--- src/design/rau_pkg.sv ---
`timescale 1ns / 1ps
// shared types and constants for the rational arithmetic unit
// no dependencies
package rau_pkg;

  localparam int unsigned VALUE_WIDTH = 32;
  localparam int unsigned FIELD_WIDTH = 32;
  localparam int unsigned W  = VALUE_WIDTH;
  localparam int unsigned PW = 2 * W;
  localparam int unsigned SW = PW + 1;
  localparam int unsigned MW = PW;
  localparam int unsigned CW = $clog2(MW);
  localparam logic [MW-1:0] DEN_LIM = {{(MW-1){1'b0}}, 1'b1} << (W - 1);

  typedef enum logic [2:0] {
    ACT_NORM = 3'd0,
    ACT_ADD  = 3'd1,
    ACT_SUB  = 3'd2,
    ACT_MUL  = 3'd3,
    ACT_DIV  = 3'd4,
    ACT_LESS = 3'd5,
    ACT_EQ   = 3'd6,
    ACT_NE   = 3'd7
  } act_t;

  typedef enum logic [1:0] {
    ST_OK       = 2'd0,
    ST_ZERO_DEN = 2'd1,
    ST_OVERFLOW = 2'd2,
    ST_BAD_DEN  = 2'd3
  } status_t;

  typedef struct packed {
    act_t                          action;
    logic signed [FIELD_WIDTH-1:0] lhs_num;
    logic signed [FIELD_WIDTH-1:0] lhs_den;
    logic signed [FIELD_WIDTH-1:0] rhs_num;
    logic signed [FIELD_WIDTH-1:0] rhs_den;
  } in_item_t;

  typedef struct packed {
    logic signed [FIELD_WIDTH-1:0] res_num;
    logic [FIELD_WIDTH-2:0]        res_den;
    logic                          truth;
    status_t                       status;
  } out_item_t;

  // classified request: three multiplier operand pairs
  typedef struct packed {
    act_t              act;
    logic              bad;
    logic              sub;
    logic signed [W-1:0] x0;
    logic signed [W-1:0] y0;
    logic signed [W-1:0] x1;
    logic signed [W-1:0] y1;
    logic signed [W-1:0] x2;
    logic signed [W-1:0] y2;
  } op_entry_t;

  typedef struct packed {
    logic      valid;
    op_entry_t data;
  } q_out_t;

endpackage

--- src/design/rau_front.sv ---
`timescale 1ns / 1ps
// front end: accepts requests, checks denominators, picks multiplier operands
// depends on rau_pkg
module rau_front import rau_pkg::*; (
  input  logic      in_valid,
  input  in_item_t  in_data,
  output logic      in_stall,
  input  logic      q_full,
  output logic      push,
  output op_entry_t entry
);

  logic signed [W-1:0] a, b, c, d;
  logic signed [W-1:0] one_v, zero_v;
  logic bad_b, bad_d;

  assign a = in_data.lhs_num[W-1:0];
  assign b = in_data.lhs_den[W-1:0];
  assign c = in_data.rhs_num[W-1:0];
  assign d = in_data.rhs_den[W-1:0];
  assign one_v  = {{(W-1){1'b0}}, 1'b1};
  assign zero_v = '0;
  assign bad_b  = b[W-1] || (b == zero_v);
  assign bad_d  = d[W-1] || (d == zero_v);

  assign in_stall = q_full;
  assign push     = in_valid && !q_full;

  always_comb begin
    entry.act = in_data.action;
    entry.bad = (in_data.action != ACT_NORM) && (bad_b || bad_d);
    entry.sub = (in_data.action == ACT_SUB);
    entry.x0 = a;
    entry.y0 = d;
    entry.x1 = c;
    entry.y1 = b;
    entry.x2 = b;
    entry.y2 = d;
    unique case (in_data.action) inside
      ACT_NORM: begin
        entry.y0 = one_v;
        entry.x1 = zero_v;
        entry.y1 = zero_v;
        entry.y2 = one_v;
      end
      ACT_MUL: begin
        entry.y0 = c;
        entry.x1 = zero_v;
        entry.y1 = zero_v;
      end
      ACT_DIV: begin
        entry.x1 = zero_v;
        entry.y1 = zero_v;
        entry.y2 = c;
      end
      ACT_ADD, ACT_SUB, ACT_LESS, ACT_EQ, ACT_NE: begin
      end
      default: begin
      end
    endcase
  end

endmodule

--- config.mk ---
export PLATFORM = sky130hd
export DESIGN_NAME = rau_front
export DESIGN_NICKNAME = d
export VERILOG_FILES = /design/src/design/rau_pkg.sv /design/src/design/rau_front.sv
export SDC_FILE = /design/constraint.sdc
export NUM_CORES = 1
export LEC_CHECK = 0
export BUFFER_PORTS_ARGS = -buffer_cell sky130_fd_sc_hd__buf_4
export CAP_MARGIN = 10
export CORE_AREA = 4 4 126 128
export DETAILED_ROUTE_END_ITERATION = 12
export DIE_AREA = 0 0 130 132
export PLACE_DENSITY = 0.58
export SYNTH_ARGS = -nofsm -noshare
export SYNTH_HDL_FRONTEND = slang
export SYNTH_SLANG_ARGS = --single-unit
--- constraint.sdc ---
create_clock -name vclk -period 2.4
set_clock_uncertainty 0.2 [all_clocks]
set_input_delay 0.72 -clock vclk [all_inputs]
set_output_delay 0.72 -clock vclk [all_outputs]
set_load 0.01 [all_outputs]
After elaboration in Yosys (flattened, before gate mapping)

Cells that the tools add are included.

Flip-flop bits (word level): 0
Bits of input ports: 133
Output and inout port bits: 199
Logic and storage cells: 17

Eq/ne operators: 3
Multiplexer cells: 3
Reduce and logical (&&, ||, !) cells: 11

Operators by type and width:

| cell                                                 | count |
|---|---|
| case mux 32 bit (2 select lines)                     | 2 |
| logical NOT 32 bit                                   | 2 |
| 2-to-1 mux 64 bit                                    | 1 |
| equality test 3 x 2 -> 1 bit (second input constant) | 2 |
| equality test 3 bit (second input constant)          | 1 |
| logical NOT 3 bit                                    | 1 |
| logical OR 1 bit                                     | 3 |
| nonzero test 3 bit                                   | 1 |
| OR reduction 3 bit                                   | 1 |
| logical AND 1 bit                                    | 2 |
| logical NOT 1 bit                                    | 1 |

Longest topological paths before layout

Gate-level depths: netlist (run 1).

Word-level depth: 4
Mapped depth: 7
Mapped depth without buffers: 4

Least setup slack after synthesis (run 1)

OpenSTA, ideal clock, no wires.

Path kind: input to output
Start point: input in_data[129] (netlist bit)
End point: output entry[128] (netlist bit)
Arrival: 1686 ps
Data required time: 1480 ps
Slack: -206 ps
Stages on the path: 4
Buffers on the path: 1
Cell sequence: or2_1 > a21o_1 > clkbuf_1 > o21ai_0

RTL lines:

| what            | line            | source |
|---|---|---|
| start, declared | rau_front.sv:6  | `input in_item_t in_data,` |
| end, declared   | rau_front.sv:10 | `output op_entry_t entry` |

==> run_results.csv, run 1 <==
group,metric,value,unit
outcome,outcome,"complete, but fails checks",
outcome,violations,"negative setup slack",
detailed_routing,wl,15800,µm
timing,layout_min_cycle_time,2.88,ns
pwr,finalPower,1.42,mW
final_layout,seq_cells,0,
floorplan,rows,45,
detailed_routing,drtIter0Drc,79,
yosys,synth_warnings,0,
yosys,syn-instance-count,319,
final_layout,stdcell_count,793,
detailed_routing,drt_pass1_iterations,4,
final_layout,final_common_cell,"buf_4",
final_layout,mostFrequentLayoutCells,"225 x buf_4, 120 x buf_6, 64 x and2_4, 33 x nand2_1, 31 x a22o_1",
pwr,peakVddDrop,89.7,µV
placement,port_buffers,268,
yosys,synth_top_area_share,26.4,%
pwr,power_density,238,nW/µm²
final_layout,areaGrowthSynthToFinish,204,%
setup_path,cpPeakStageDelay,0.27,ns
floorplan,ios,332,
detailed_routing,vias,3428,
setup_path,crit_path_start,"in_data[129]",
final_layout,drive_gt1_share,85.5,%
timing,max_freq,347,MHz
setup_path,crit_end,"entry[146]",
floorplan,core,14900,µm²
setup_path,worstPathArrival,1.96,ns
timing,holdWs,1.24,ns
floorplan,fp.dieH,132,µm
setup_path,critical-path-top-delay-family,"buffers and inverters",
placement,gp_congestion,0.774,
timing,slew_viol_final,0,
grt,grt_pass1_wl,21600,µm
yosys,synth_nets,452,
timing,tightest_slew,0.399,ns
timing,rsz0062_at_grt,"yes",
final_layout,nFillCells,1494,
grt,grt-ovfl-total,0,
yosys,seq_area_frac_synth,0,%
grt,grt_usage,16.3,%
yosys,synth_area_leader_cell,"buf_4",
placement,dp_cells,761,
setup_path,cp_data_required_time,1.48,ns
timing,hold_viol_final,0,
yosys,syn_area,1960,µm²
setup_path,cp_max_fo,7,
yosys,avgSynthCellArea,6.14,µm²
floorplan,die_w,130,µm
job,drv_cap,0,
min_path,hold_depth,0,
floorplan,start_util,13.2,%
pwr,p_leak,3.05,nW
timing,finalSetupViolCount,129,
detailed_routing,antenna_left,0,
timing,relSlewSlack,73.2,%
setup_path,cp_num_cells,7,
setup_path,crit_buf_inv,4,
timing,period_share,120,%
grt,first_global_vias,3631,
placement,place_area,4230,µm²
setup_path,worstPathCellList,"buf_8 -> or2_4 -> a21o_4 -> buf_12 -> buf_16 -> a22o_1 -> buf_6",
detailed_routing,drc,0,
detailed_routing,wl_per_cell,19.9,µm
final_layout,design_area,5960,µm²
placement,hpwl,10000,µm
timing,fin_ws,-0.484,ns
final_layout,diodes,0,
min_path,hp-class,"input pin to output port",
grt,antenna_found_initial,0,
setup_path,startpoint_type,"input pin",
final_layout,nets,740,
detailed_routing,avgViaCountPerCell,4.32,
yosys,synthTopCellsByArea,"buf_4 26%, and2_1 20%, a22o_1 14%, nand2_1 12%, o21ai_0 8.7%",
floorplan,die_area,17200,µm²
yosys,synth_cell_type_count,18,
grt,grt_max_degree,26,
setup_path,cp_slowest_cell,"or2_4",
final_layout,clkbuf_count,0,
final_layout,seq_area,0,µm²
setup_path,crit_type,"input pin to output port",
setup_path,cp-end-kind,"output port",
## per-stage QoR
step                setup slack [ns]  utilization, %  setup TNS (ns)
floorplan                     -0.143               -          -11.30
CTS                           -0.523            38.1          -47.51
detailed placement            -0.783            28.5          -40.11
finish                        -0.484            40.1          -48.49
global placement              -0.830            28.5          -39.11
global route                  -0.586            40.1          -53.03
## per-layer routing
layer / routed length, µm / share of wire (%) / vias up / track usage [%]
li1: - / - / 1596 / -
met1: 5540 / 35 / 1588 / 18.2
met2: 8250 / 52 / 203 / 31.2
met3: 1480 / 9.4 / 41 / 3.16
met4: 490 / 3.1 / 0 / 4.04
met5: 0 / 0 / - / 0
## cell type report
cell class                      instances  area (µm²)  area share, %
Timing Repair Buffer                  379        3790           63.5
Multi-Input combinational cell        226        1940           32.5
Tap cell                              188         235           3.95
## timing repair
item,CTS,global route
setup endpoints to repair,129,129
setup buffers,16,9
cloned,19,4
hold buffers,0,0
endpoints found under the hold margin,0,0
gates resized for setup,215,130
pin swaps,69,58
## worst min-delay path by stage
stage,start,endpoint,slack [ns]
after floorplan,q_full,push,1.29
after global placement,in_data[96],entry[160],1.24
after detailed placement,in_data[96],entry[160],1.24
after CTS,in_data[96],entry[160],1.24
after global routing,in_data[104],entry[168],1.24
final,in_data[104],entry[168],1.24
## synthesized netlist by cell type (all sizes together)
master  count
o22a        1
clkbuf      7
nor3b       1
buf        86
and2       64
nand2      65
a22o       31
a21o        1
nor2        4
and3b       1
o21ai      34
nand4       4
nor4       16
or2         1
nor2b       3
## power breakdown
| group | internal, mW | switching, mW |
|---|---|---|
| sequential | 0 | 0 |
| combinational | 0.842 | 0.578 |
| clock | 0 | 0 |
| total | 0.842 | 0.578 |
## kinds of logic (layout without fill, tap and decap cells)
group           after synthesis  after routing  share of synthesized area [%]
compound gates               67             67                           23.4
simple gates                159            159                           42.3
buf+inv                      93            379                           34.4
Note: power is estimated with default switching activity, not from simulation.
==> run 2: changes to the inputs <==
Settings changed: RECOVER_POWER set to 100.
==> run_results.csv, run 2 (synthesis gave the netlist of run 1 again) <==
group,metric,value,unit
setup_path,worstPathArrival,1.96,ns
detailed_routing,wl,15800,µm
timing,finalSetupViolCount,129,
timing,hold_viol_final,0,
floorplan,rows,45,
final_layout,seq_cells,0,
grt,grt-ovfl-total,0,
timing,slew_viol_final,0,
setup_path,cp_data_required_time,1.48,ns
setup_path,crit_type,"input pin to output port",
detailed_routing,drtIter0Drc,94,
timing,tightest_slew,0.394,ns
final_layout,mostFrequentLayoutCells,"189 x buf_4, 120 x buf_6, 64 x and2_4, 36 x clkbuf_1, 33 x nand2_1",
timing,rsz0062_at_grt,"yes",
final_layout,clkbuf_count,0,
timing,relSlewSlack,73.5,%
detailed_routing,avgViaCountPerCell,4.33,
timing,max_freq,347,MHz
placement,port_buffers,268,
timing,period_share,120,%
setup_path,cp-end-kind,"output port",
floorplan,die_area,17200,µm²
final_layout,final_common_cell,"buf_4",
grt,first_global_vias,3631,
min_path,hold_depth,0,
grt,antenna_found_initial,0,
placement,gp_congestion,0.774,
final_layout,drive_gt1_share,79.5,%
pwr,p_leak,2.91,nW
timing,holdWs,1.24,ns
pwr,peakVddDrop,89.4,µV
detailed_routing,antenna_left,0,
floorplan,ios,332,
outcome,outcome,"complete, but fails checks",
min_path,hp-class,"input pin to output port",
final_layout,seq_area,0,µm²
placement,hpwl,10000,µm
detailed_routing,drc,0,
detailed_routing,vias,3437,
grt,grt_usage,16.3,%
pwr,power_density,239,nW/µm²
job,drv_cap,0,
detailed_routing,drt_pass1_iterations,4,
pwr,finalPower,1.39,mW
floorplan,fp.dieH,132,µm
detailed_routing,wl_per_cell,19.9,µm
final_layout,nets,740,
grt,grt_pass1_wl,21600,µm
final_layout,diodes,0,
clock_network,ctsHoldBuffers,0,
grt,grt_max_degree,26,
floorplan,start_util,13.2,%
setup_path,startpoint_type,"input pin",
timing,fin_ws,-0.483,ns
floorplan,die_w,130,µm
setup_path,cp_max_fo,7,
final_layout,areaGrowthSynthToFinish,197,%
floorplan,core,14900,µm²
timing,layout_min_cycle_time,2.88,ns
outcome,violations,"negative setup slack",
==> run 2: cell types whose count changed in the layout (fill, tap and decap cells not counted) <==
cell | before | now
buf_4 | 225 | 189
clkbuf_1 | 0 | 36
==> run 2: layout make-up <==
type / count / area (µm²)
fillers: 1530 / 9040
multi-input cells: 226 / 1940
well taps: 188 / 235
repair buffers: 379 / 3650
==> run 2: critical path: stages <==
cell and delay [ns]:
buf_8 0.10, or2_4 0.27, a21o_4 0.26, buf_12 0.14
buf_16 0.14, a22o_1 0.20, buf_6 0.13
==> run 2: through the flow <==
| stage | util [%] | area [µm²] | setup TNS (ns) | std cells | setup slack (ns) |
|---|---|---|---|---|---|
| after floorplan | - | 2080 | -11.30 | 319 | -0.143 |
| after global placement | 28.5 | 4230 | -39.11 | 761 | -0.830 |
| after detailed placement | 28.5 | 4230 | -40.11 | 761 | -0.783 |
| after CTS | 38.1 | 5660 | -47.51 | 795 | -0.523 |
| after global routing | 39.2 | 5830 | -53.03 | 793 | -0.586 |
| final | 39.2 | 5830 | -48.53 | 793 | -0.483 |
==> run 2: worst paths after layout <==
path / start / endpoint / slack, ns
max: in_data[129] / entry[146] / -0.48
min: in_data[104] / entry[168] / 1.24
==> run 2: layer usage <==
metal | vias up | share of wire [%] | global-route usage [%]
met5 | - | 0 | 0
met1 | 1597 | 35 | 18.2
met4 | 0 | 3.1 | 4.04
met2 | 204 | 52 | 31.2
met3 | 41 | 9.0 | 3.16
li1 | 1595 | - | -
==> run 2: power by group <==
group	internal (mW)	total, mW	switching, mW
Sequential	0	0	0
Combinational	0.817	1.39	0.578
Clock	0	0	0
Total	0.817	1.39	0.578
==> run 2: timing repair <==
item                       4_1_cts  5_1_grt
pin swaps                       69       58
buffers inserted                16        9
gates resized for setup        215      130
gates cloned                    19        4
setup endpoints to repair      129      129
==> run 3: changes to the inputs <==
Settings changed: ABC_AREA set to 1, CORE_AREA 4 4 126 128 to 4 4 128 130, DIE_AREA 0 0 130 132 to 0 0 132 134, PLACE_DENSITY 0.58 to 0.56.
==> run_results.csv, run 3 <==
group,metric,value,unit
outcome,outcome,"complete, but fails checks",
outcome,violations,"negative setup slack",
pwr,p_sw_share,46.8,%
setup_path,cp_data_required_time,1.48,ns
pwr,p_leak,2.67,nW
floorplan,rows,45,
final_layout,multi_input_area,1620,µm²
placement,hpwl,10300,µm
setup_path,crit_type,"input pin to output port",
yosys,synth_area_leader_cell,"buf_4",
final_layout,areaGrowthSynthToFinish,173,%
timing,fin_setup_tns,-19.54,ns
pwr,p_int,640,µW
yosys,synth_top_area_share,28.0,%
detailed_routing,drc,0,
detailed_routing,wl,14300,µm
detailed_routing,drt_pass1_iterations,4,
grt,grt_usage,13.6,%
yosys,synth_warnings,0,
final_layout,diodes,0,
final_layout,mostFrequentLayoutCells,"223 x buf_4, 95 x inv_1, 59 x buf_6, 57 x nor2_4, 36 x nor2_1",
setup_path,worstPathArrival,1.73,ns
setup_path,startpoint_type,"input pin",
yosys,synth_nets,514,
detailed_routing,antenna_left,0,
yosys,syn-instance-count,381,
grt,grt-busiest-layer,"met2",
final_layout,drive_gt1_share,66.2,%
detailed_routing,vias,3391,
setup_path,cp_max_fo,18,
timing,max_freq,378,MHz
grt,first_global_vias,3419,
yosys,synth_commonest_cells,"103 x nor2_1, 97 x inv_1, 71 x buf_4",
pwr,power_density,231,nW/µm²
min_path,min-delay-start,"in_data[103]",
placement,post-place-ws,-0.366,ns
floorplan,die_area,17700,µm²
job,drv_cap,0,
min_path,hold_depth,0,
setup_path,crit_path_start,"in_data[129]",
detailed_routing,wl_per_cell,17.4,µm
final_layout,clkbuf_count,0,
pwr,pwr-share-seq,0,%
timing,hold_viol_final,0,
pwr,pwr-share-clk,0,%
yosys,yosysMostFrequentCell,"nor2_1",
detailed_routing,avgViaCountPerCell,4.13,
yosys,syn_area,1900,µm²
floorplan,die_w,132,µm
placement,port_buffers,268,
timing,slew_viol_final,0,
setup_path,cp-end-kind,"output port",
floorplan,core,15100,µm²
detailed_routing,drtIter0Drc,63,
grt,antenna_found_initial,0,
final_layout,nets,769,
yosys,synth_cell_type_count,18,
grt,met2_usage,27.1,%
floorplan,start_util,12.6,%
min_path,worstHoldEndpoint,"entry[167]",
placement,dp_cells,806,
min_path,hp-class,"input pin to output port",
yosys,seq_area_frac_synth,0,%
timing,finalSetupViolCount,129,
grt,grt_pass1_wl,19400,µm
yosys,avgSynthCellArea,5.00,µm²
timing,layout_min_cycle_time,2.65,ns
grt,grt-ovfl-total,0,
timing,relSlewSlack,80.7,%
grt,grt_max_degree,32,
floorplan,ios,332,
timing,period_share,110,%
floorplan,fp.dieH,134,µm
pwr,power_switching,563,µW
pwr,peakVddDrop,90.9,µV
grt,met3_usage,2.33,%
final_layout,stdcell_count,822,
yosys,synthTopCellsByArea,"buf_4 28%, o22ai_1 20%, nor2_1 20%, inv_1 19%, nand2_1 3.2%",
pwr,combinationalPowerShare,100.0,%
timing,tightest_slew,0.289,ns
final_layout,final_common_cell,"buf_4",
grt,use_met1,15.0,%
final_layout,seq_cells,0,
final_layout,seq_area,0,µm²
timing,rsz0062_at_grt,"yes",
clock_network,ctsHoldBuffers,0,
timing,fin_ws,-0.246,ns
placement,gp_congestion,0.740,
final_layout,nFillCells,1658,
run 3: kinds of logic after synthesis:
| family | Yosys count | synth area share, % |
|---|---|---|
| AND/OR/NAND/NOR | 128 | 26.7 |
| buffers and inverters | 186 | 51.2 |
| AO/OA/AOI/OAI | 67 | 22.0 |
run 3: worst max path at each step:
stage	slack (ns)	endpoint
finish	-0.25	entry[133]
global route	-0.29	entry[133]
CTS	-0.23	entry[193]
detailed placement	-0.37	entry[193]
global placement	-0.38	entry[193]
floorplan	0.05	entry[10]
run 3: timing repair:
action	CTS	global route
setup buffers	7	3
endpoints found under the setup margin	129	129
pin swaps	4	25
gates resized for setup	122	132
gates cloned	7	4
run 3: through the flow:
stage	hold slack, ns	area [µm²]	util (%)	power [mW]
after CTS	1.24	4850	32.1	1.12
after global routing	1.24	5200	34.4	1.28
final	1.24	5200	34.4	1.20
after global placement	1.24	4050	26.7	0.918
after floorplan	1.29	1900	-	0.421
after detailed placement	1.24	4050	26.7	0.917
run 3: power groups by stage:
stage / combinational [mW] / sequential, mW / clock [mW]
floorplan: 0.421 / 0 / 0
global placement: 0.918 / 0 / 0
detailed placement: 0.917 / 0 / 0
CTS: 1.12 / 0 / 0
global route: 1.28 / 0 / 0
finish: 1.20 / 0 / 0
run 3: per-layer routing:
layer	up-vias	wire, µm
met5	-	0
met4	0	340
met3	30	1020
met2	180	7620
met1	1568	5340
li1	1613	-
run 3: layout make-up:
class | count | share of cell area (%)
Timing Repair Buffer | 339 | 56.9
Multi-Input combinational cell | 195 | 31.2
Inverter | 100 | 7.41
Tap cell | 188 | 4.52
run 3: critical path: stages:
cell and delay [ns]:
buf_8 0.11, nor2_4 0.13, inv_4 0.07, o21ai_4 0.21
buf_12 0.19, o22ai_1 0.12, buf_4 0.17
